$ cat src/hw/rtl/ble_adv_report_peer_filter_defines.svh
// Assertion macros shared by the peer filter RTL.
// Depends on nothing; each user supplies signals named clk and rst_n.
`ifndef BLE_ADV_REPORT_PEER_FILTER_DEFINES_SVH
`define BLE_ADV_REPORT_PEER_FILTER_DEFINES_SVH

// The consequent must hold in the same cycle as the antecedent.
`define BLEPF_ASSERT_SAME(label, ante, cons, msg) \
    label: assert property (@(posedge clk) disable iff (!rst_n) (ante) |-> (cons)) \
        else $error(msg);

// The consequent must hold in the cycle after the antecedent.
`define BLEPF_ASSERT_NEXT(label, ante, cons, msg) \
    label: assert property (@(posedge clk) disable iff (!rst_n) (ante) |=> (cons)) \
        else $error(msg);

`endif

$ cat src/hw/rtl/blepf_pkg.sv
// Shared types, constants and helpers of the advertising report peer filter.
// Depends on nothing; every RTL module and interface imports it.
package blepf_pkg;

    localparam int UUID_BYTES     = 16;
    localparam int NAME_MAX_BYTES = 16;
    localparam int CHUNK_IDX_W    = $clog2(UUID_BYTES);
    localparam int NAME_IDX_W     = $clog2(NAME_MAX_BYTES);
    localparam int NAME_LEN_W     = 5;
    localparam int REG_IDX_W      = 3;

    localparam logic [7:0] AD_UUID128_PART  = 8'h06;
    localparam logic [7:0] AD_UUID128_FULL  = 8'h07;
    localparam logic [7:0] AD_NAME_SHORT    = 8'h08;
    localparam logic [7:0] AD_NAME_COMPLETE = 8'h09;

    localparam logic [REG_IDX_W-1:0] REG_UUID_LOW    = 3'd0;
    localparam logic [REG_IDX_W-1:0] REG_UUID_HIGH   = 3'd1;
    localparam logic [REG_IDX_W-1:0] REG_NAME_ANY    = 3'd2;
    localparam logic [REG_IDX_W-1:0] REG_NAME_LENGTH = 3'd3;
    localparam logic [REG_IDX_W-1:0] REG_NAME_LOW    = 3'd4;
    localparam logic [REG_IDX_W-1:0] REG_NAME_HIGH   = 3'd5;

    typedef enum logic [1:0] {
        PH_LEN,
        PH_TYPE,
        PH_VALUE,
        PH_DONE
    } phase_t;

    typedef enum logic [1:0] {
        KIND_OTHER,
        KIND_UUID,
        KIND_NAME
    } kind_t;

    typedef struct packed {
        logic [63:0]           uuid_low;
        logic [63:0]           uuid_high;
        logic                  name_any;
        logic [NAME_LEN_W-1:0] name_length;
        logic [63:0]           name_low;
        logic [63:0]           name_high;
    } cfg_t;

    typedef struct packed {
        logic matched;
        logic malformed;
    } verdict_t;

    // Byte idx of the 128-bit word {hi, lo}, byte 0 in bits 7:0 of lo.
    function automatic logic [7:0] pick_byte(input logic [63:0] lo, input logic [63:0] hi,
                                             input logic [3:0] idx);
        logic [127:0] word;
        word = {hi, lo};
        return word[{idx, 3'b000} +: 8];
    endfunction

endpackage

$ cat src/hw/rtl/blepf_field_walker.sv
// Length-type-value walker: holds the per-report parse state and judges each byte.
// Depends on blepf_pkg.
module blepf_field_walker
    import blepf_pkg::*;
(
    input  logic       clk,
    input  logic       rst_n,
    input  logic       step,
    input  logic [7:0] data_byte,
    input  logic       last_byte,
    input  cfg_t       cfg,
    output verdict_t   verdict
);

    phase_t     phase_reg, phase_next;
    kind_t      kind_reg, kind_next;
    logic [7:0] remain_reg, remain_next;
    logic [7:0] pos_reg, pos_next;
    logic       chunk_eq_reg, chunk_eq_next;
    logic       name_eq_reg, name_eq_next;
    logic       uuid_seen_reg, uuid_seen_next;
    logic       name_seen_reg, name_seen_next;
    logic       match_reg, match_next;

    logic       field_end;
    logic       uuid_hit;
    logic       name_hit;
    logic [7:0] uuid_ref;
    logic [7:0] name_ref;

    assign uuid_ref = pick_byte(cfg.uuid_low, cfg.uuid_high, pos_reg[CHUNK_IDX_W-1:0]);
    assign name_ref = pick_byte(cfg.name_low, cfg.name_high, pos_reg[NAME_IDX_W-1:0]);
    assign uuid_hit = (data_byte == uuid_ref);
    assign name_hit = (pos_reg < 8'(NAME_MAX_BYTES)) && (data_byte == name_ref);

    always_comb
    begin
        phase_next     = phase_reg;
        kind_next      = kind_reg;
        remain_next    = remain_reg;
        pos_next       = pos_reg;
        chunk_eq_next  = chunk_eq_reg;
        name_eq_next   = name_eq_reg;
        uuid_seen_next = uuid_seen_reg;
        name_seen_next = name_seen_reg;
        match_next     = match_reg;
        field_end      = 1'b0;

        case (phase_reg)
            PH_LEN:
            begin
                if (data_byte == 8'd0)
                begin
                    phase_next = PH_DONE;
                end
                else
                begin
                    remain_next = data_byte;
                    phase_next  = PH_TYPE;
                end
            end
            PH_TYPE:
            begin
                if (data_byte inside {AD_UUID128_PART, AD_UUID128_FULL})
                begin
                    kind_next = KIND_UUID;
                end
                else if (data_byte inside {AD_NAME_SHORT, AD_NAME_COMPLETE})
                begin
                    kind_next = KIND_NAME;
                end
                else
                begin
                    kind_next = KIND_OTHER;
                end
                pos_next      = 8'd0;
                chunk_eq_next = 1'b1;
                name_eq_next  = 1'b1;
                remain_next   = remain_reg - 8'd1;
                if (remain_next == 8'd0)
                begin
                    field_end = 1'b1;
                end
                else
                begin
                    phase_next = PH_VALUE;
                end
            end
            PH_VALUE:
            begin
                case (kind_reg)
                    KIND_UUID:
                    begin
                        // The last byte of a whole chunk decides it; a partial tail never does.
                        if (pos_reg[CHUNK_IDX_W-1:0] == CHUNK_IDX_W'(UUID_BYTES - 1))
                        begin
                            if (chunk_eq_reg && uuid_hit)
                            begin
                                uuid_seen_next = 1'b1;
                            end
                            chunk_eq_next = 1'b1;
                        end
                        else if (!uuid_hit)
                        begin
                            chunk_eq_next = 1'b0;
                        end
                    end
                    KIND_NAME:
                    begin
                        if (!name_hit)
                        begin
                            name_eq_next = 1'b0;
                        end
                    end
                    default:
                    begin
                    end
                endcase
                pos_next    = pos_reg + 8'd1;
                remain_next = remain_reg - 8'd1;
                field_end   = (remain_next == 8'd0);
            end
            default:
            begin
            end
        endcase

        if (field_end)
        begin
            if (kind_next == KIND_NAME && !cfg.name_any &&
                cfg.name_length <= NAME_LEN_W'(NAME_MAX_BYTES) &&
                pos_next == 8'(cfg.name_length) && name_eq_next)
            begin
                name_seen_next = 1'b1;
            end
            if (uuid_seen_next && (cfg.name_any || name_seen_next))
            begin
                match_next = 1'b1;
            end
            phase_next = match_next ? PH_DONE : PH_LEN;
        end
    end

    assign verdict.matched   = match_next;
    assign verdict.malformed = !match_next && (phase_next == PH_TYPE || phase_next == PH_VALUE);

    always_ff @(posedge clk or negedge rst_n)
    begin
        if (!rst_n)
        begin
            phase_reg     <= PH_LEN;
            kind_reg      <= KIND_OTHER;
            remain_reg    <= 8'd0;
            pos_reg       <= 8'd0;
            chunk_eq_reg  <= 1'b1;
            name_eq_reg   <= 1'b1;
            uuid_seen_reg <= 1'b0;
            name_seen_reg <= 1'b0;
            match_reg     <= 1'b0;
        end
        else if (step)
        begin
            if (last_byte)
            begin
                // A report's final byte hands the walker back to its idle state.
                phase_reg     <= PH_LEN;
                kind_reg      <= KIND_OTHER;
                remain_reg    <= 8'd0;
                pos_reg       <= 8'd0;
                chunk_eq_reg  <= 1'b1;
                name_eq_reg   <= 1'b1;
                uuid_seen_reg <= 1'b0;
                name_seen_reg <= 1'b0;
                match_reg     <= 1'b0;
            end
            else
            begin
                phase_reg     <= phase_next;
                kind_reg      <= kind_next;
                remain_reg    <= remain_next;
                pos_reg       <= pos_next;
                chunk_eq_reg  <= chunk_eq_next;
                name_eq_reg   <= name_eq_next;
                uuid_seen_reg <= uuid_seen_next;
                name_seen_reg <= name_seen_next;
                match_reg     <= match_next;
            end
        end
    end

endmodule
$ cat config.mk
export PLATFORM = sky130hd
export DESIGN_NAME = blepf_field_walker
export DESIGN_NICKNAME = d
export VERILOG_FILES = /design/src/hw/rtl/ble_adv_report_peer_filter_defines.svh /design/src/hw/rtl/blepf_pkg.sv /design/src/hw/rtl/blepf_field_walker.sv
export SDC_FILE = /design/constraint.sdc
export NUM_CORES = 1
export LEC_CHECK = 0
export ABC_AREA = 1
export ABC_CLOCK_PERIOD_IN_PS = 3100
export BUFFER_PORTS_ARGS = -buffer_cell sky130_fd_sc_hd__buf_2
export CELL_PAD_IN_SITES_DETAIL_PLACEMENT = 1
export CELL_PAD_IN_SITES_GLOBAL_PLACEMENT = 1
export CORE_MARGIN = 1.5
export CORE_UTILIZATION = 28
export DETAILED_ROUTE_END_ITERATION = 10
export GPL_TIMING_DRIVEN = 0
export HOLD_SLACK_MARGIN = 0.05
export PLACE_DENSITY = 0.91
export SLEW_MARGIN = 20
export SYNTH_ARGS = -nofsm -noshare
export SYNTH_HDL_FRONTEND = slang
export SYNTH_SLANG_ARGS = --single-unit
$ cat constraint.sdc
create_clock -name clk -period 3.1 [get_ports clk]
set_input_delay 0 -clock clk [delete_from_list [all_inputs] [get_ports clk]]
set_output_delay 0 -clock clk [all_outputs]
set_load 0.1 [all_outputs]
# After elaboration in Yosys (flattened, before gate mapping)

Cells that the tools add are included.

Register bits after elaboration: 25
Logic and storage cells: 96
Input bits: 274

Reduce and logical (&&, ||, !) cells: 24
$add $sub $neg: 2
Shifts and indexed selects: 2
Equality and inequality tests: 18
Magnitude comparators: 2
Multiplexer cells: 39

Operators with widths:

| operator                                                    | number |
|---|---|
| variable part select 128 x 8 -> 8 bit                       | 2 |
| case mux 8 bit (2 select lines)                             | 2 |
| two-way mux 8 bit                                           | 3 |
| two-way mux 1 bit                                           | 21 |
| two-way mux 2 bit                                           | 9 |
| equality test 8 x 3 -> 1 bit (second input constant)        | 2 |
| equality test 8 x 4 -> 1 bit (second input constant)        | 2 |
| equality test 8 bit                                         | 2 |
| zero test 8 bit                                             | 2 |
| adder 8 x 1 -> 8 bit (second input constant)                | 1 |
| equality test 2 bit (second input constant)                 | 4 |
| equality test 8 x 5 -> 1 bit                                | 1 |
| logical AND 1 bit                                           | 8 |
| less-than comparator 8 x 5 -> 1 bit (second input constant) | 1 |
| subtractor 8 x 1 -> 8 bit (second input constant)           | 1 |
| equality test 2 x 1 -> 1 bit (second input constant)        | 3 |
| case mux 1 bit (2 select lines)                             | 3 |
| nonzero test 2 bit                                          | 3 |
| nonzero test 3 bit                                          | 2 |
| <= comparator 5 bit (second input constant)                 | 1 |
| equality test 4 bit (second input constant)                 | 1 |
| inequality test 4 bit (second input constant)               | 1 |
| case mux 2 bit (2 select lines)                             | 1 |
| AND reduction 4 bit                                         | 1 |
| 8 further kinds                                             | 10 |

# Logic depth before layout (Yosys ltp)

Word-level depth: 21
Depth in mapped cells: 25
Gate-level depth less buffers: 23

# Worst setup path before layout

OpenSTA, ideal clock, no wires.

Path type: flip-flop to output port
Start point: reg phase_reg[1]
End point: out verdict[0] in the netlist's numbering
Path buffers: 1
Stages on the path, launching flop included: 17
Setup slack: -0.464 ns
Data arrival time: 3.564 ns
Cells stage by stage: dfrtp_1 inv_1 ha_1 buf_2 clkinv_1 nor2_1 inv_1 nand3_1 xor2_1 nand3_1 nor4_1 nand2_1 nand3_1 nand2_2 nand4_1 nand2_1 nor2_1

RTL lines:

| element                | line                      | source |
|---|---|---|
| from (decl)            | blepf_field_walker.sv:15  | `phase_t phase_reg, phase_next;` |
| from (signal assigned) | blepf_field_walker.sv:178 | `phase_reg <= phase_next;` |
| to (decl)              | blepf_field_walker.sv:12  | `output verdict_t verdict` |

==> flow_summary.toml <==
[outcome]
outcome = "finished with violations"
violations = "setup timing"

[worst_setup_path]
cp.required_ns = 3.10
worst-r2r-setup-slack_ns = 0.29
worstSetupPathType = "flop to output port"
worstReg2RegStart = "pos_reg[0]"
crit_path_max_fanout = 6
reg2reg_depth = 25
setup.worst_path.start_class = "flop"
arrival_ns = 3.16
crit_path_end_kind = "output port"
r2r_end = "match_reg"

[yosys]
ys_ff_latch = 25
synth_cell_types = 39
synth.most_common_cell = "nand2_1"
ys.flop_type = "dfrtp_1"
syn_inst = 897
yosysSeqAreaShare = 0.134
yosys_warnings = 0
synth_top_area_frac = 0.186
synth_top_area_cell = "nand2_1"
netlist_area_um2 = 4680
ys_async_sr_fraction = 1.00
synthTopCellsByCount = "nand2_1 (232), nor2_1 (154), inv_1 (111)"
syn_nets = 1177
syn_avg_cell_area_um2 = 5.22
netlist_top_cells_area = "nand2_1 (19%), nor2_1 (12%), dfrtp_1 (12%), o21ai_0 (11%), nand3_1 (9.2%)"
synth_edf_count = 0

[sta]
setup_tns_ns = -0.0752
slew_viol_final = 0
hold_viol_final = 0
period_needed_ns = 3.16
worst_slack_ns = -0.0588
rsz0062_at_grt = "true"
slew_headroom = 0.561
skew_ns = 0.00188
worstMarginPinSlew_ns = 0.653
hold_slack_ns = 0.103
finalCritPeriodShare = 1.02
timing.final.setup_violations = 2
max_freq_mhz = 317

[power]
power_switching_w = 0.00154
p_int_w = 0.00142
power_frac_clock = 0.103
swShare = 0.519
power_frac_seq = 0.143
power-per-cell-area_nw_per_um2 = 428
p_comb_frac = 0.754
cellLeakagePower_nw = 3.77
peakVddDrop_mv = 0.181

[floorplanning]
io_pins = 276
dieArea_um2 = 17500
die_y_um = 132
rows = 47
coreArea_um2 = 16500
start_util = 0.284
die_w_um = 132

[placed_design]
gp_congestion = 0.902
dp_hpwl_um = 21600
dp_slack_ns = -0.360
placed_area_um2 = 6340
place.port_buffers = 275

[route]
drtIter0Drc = 473
avgViaCountPerCell = 5.21
vias = 7360
ant_nets = 0
drc_errors = 0
firstDrtPassIters = 4
wirelength_um = 27000
wl_per_cell_um = 19.1

[job]
max_cap_viol_count = 0

[clocking]
numCtsBuffers = 3
cts_root_buf = "clkbuf_16"
clockBufferDepth = 2
htree_levels = 1
clk_pin_slew_ns = 0.07
insertion_delay_ns = 0.27
cts.sinks = 25
cts_tree = "yes"

[finish]
final_core_util = 0.419
drive_gt1_frac = 0.333
layout.nets = 1468
area_growth_pct = 47.4
final_cell_area_um2 = 6910

[global_route]
grt_start_max_net_pins = 26
grt_pass1_vias = 7536
globalRouteTotalUtil = 0.293
grt_pass1_wl_um = 40400
grt_overflow = 0
antenna_found_initial = 6

[hold_path]
holdPathEnd = "remain_reg[1]"
hp-start = "data_byte[1]"
hold_class = "input port to flop"
min_path_cells = 3
[routing by layer]
| layer | global-route usage | vias up | part of all wire | routed length, um |
|---|---|---|---|---|
| li1 | - | 3488 | - | - |
| met1 | 0.350 | 3513 | 0.41 | 11000 |
| met2 | 0.534 | 298 | 0.49 | 13300 |
| met4 | 0.101 | 0 | 0.037 | 999 |
| met3 | 0.0419 | 61 | 0.060 | 1610 |
| met5 | 0 | - | 0 | 0 |
[cells in the final DEF, fill, tap and decap left out, types with 7 or more instances in the layout]
| master | instances |
|---|---|
| nand2_2 | 14 |
| xor2_1 | 10 |
| buf_8 | 8 |
| nand4_1 | 7 |
| o21ai_0 | 96 |
| buf_6 | 13 |
| o22ai_1 | 24 |
| buf_4 | 22 |
| dfrtp_1 | 22 |
| o211ai_1 | 18 |
| a21oi_1 | 8 |
| nor2_1 | 146 |
| inv_2 | 8 |
| inv_1 | 105 |
| nand2_1 | 217 |
| o21ai_1 | 20 |
| buf_2 | 281 |
| nand3_1 | 80 |
[power groups by stage]
stage	Clock, W	Combinational (W)	Sequential [W]
floorplan	0	0.00125	0.000418
global placement	0	0.00186	0.000426
detailed placement	0	0.00191	0.000428
CTS	0.000307	0.00205	0.000422
global route	0.000315	0.00243	0.000431
finish	0.000305	0.00223	0.000423
[stage by stage]
stage | total power, W | instances
after floorplan | 0.00167 | 897
after global placement | 0.00229 | 1392
after detailed placement | 0.00233 | 1392
after CTS | 0.00278 | 1398
after global routing | 0.00318 | 1412
final | 0.00296 | 1413
[cell families after synthesis]
family	count (synthesis)	synth area share
compound gates	187	0.228
flops	25	0.134
xor+xnor	13	0.0243
simple gates	494	0.431
buf+inv	172	0.167
fa+ha+maj	6	0.0160
[how the worst max path moves through the flow]
stage / cells past startpoint / startpoint / end / slack, ns
finish: 25 / pos_reg[0] / verdict[0] / -0.06
CTS: 17 / phase_reg[1] / verdict[0] / -0.01
global placement: 17 / phase_reg[1] / verdict[0] / -0.24
floorplan: 16 / phase_reg[1] / verdict[0] / 0.004
global route: 25 / pos_reg[0] / verdict[0] / -0.21
detailed placement: 17 / phase_reg[1] / verdict[0] / -0.36
[what timing repair did]
| action | in CTS | in global routing |
|---|---|---|
| gates cloned | 0 | 2 |
| pin swaps | 13 | 26 |
| setup buffers | 4 | 7 |
| hold endpoints to repair | 25 | 0 |
| gates resized for setup | 46 | 79 |
| setup endpoints to repair | 5 | 2 |
| hold buffers | 2 | 0 |
[cell type report]
class	instances	area, um^2
sequential	25	629
fill	2429	9560
buffer	51	458
timing repair buffer	290	1560
tap	220	275
inverter	117	448
antenna	6	15.0
multi-input combinational	700	3450
clock buffer	4	78.8
[critical path, cell delays in order (launching register included)]
cell and delay [ns]:
dfrtp_1 0.37, buf_6 0.15, inv_4 0.05, buf_8 0.14, buf_8 0.14, buf_12 0.14
nand2_1 0.09, nand3_1 0.08, nand2_1 0.09, nand2_1 0.08, nand2_1 0.09, inv_1 0.06
a21oi_1 0.18, nor2_1 0.07, nand3_1 0.10, o21bai_1 0.09, nand2_1 0.09, nand2_2 0.07
nand2_2 0.08, nand3_2 0.09, nand2_4 0.09, nand3_1 0.09, nand2_1 0.08, nand2_1 0.06
nor2_2 0.13, buf_12 0.19
No activity file was read; power rests on OpenSTA's default activity.
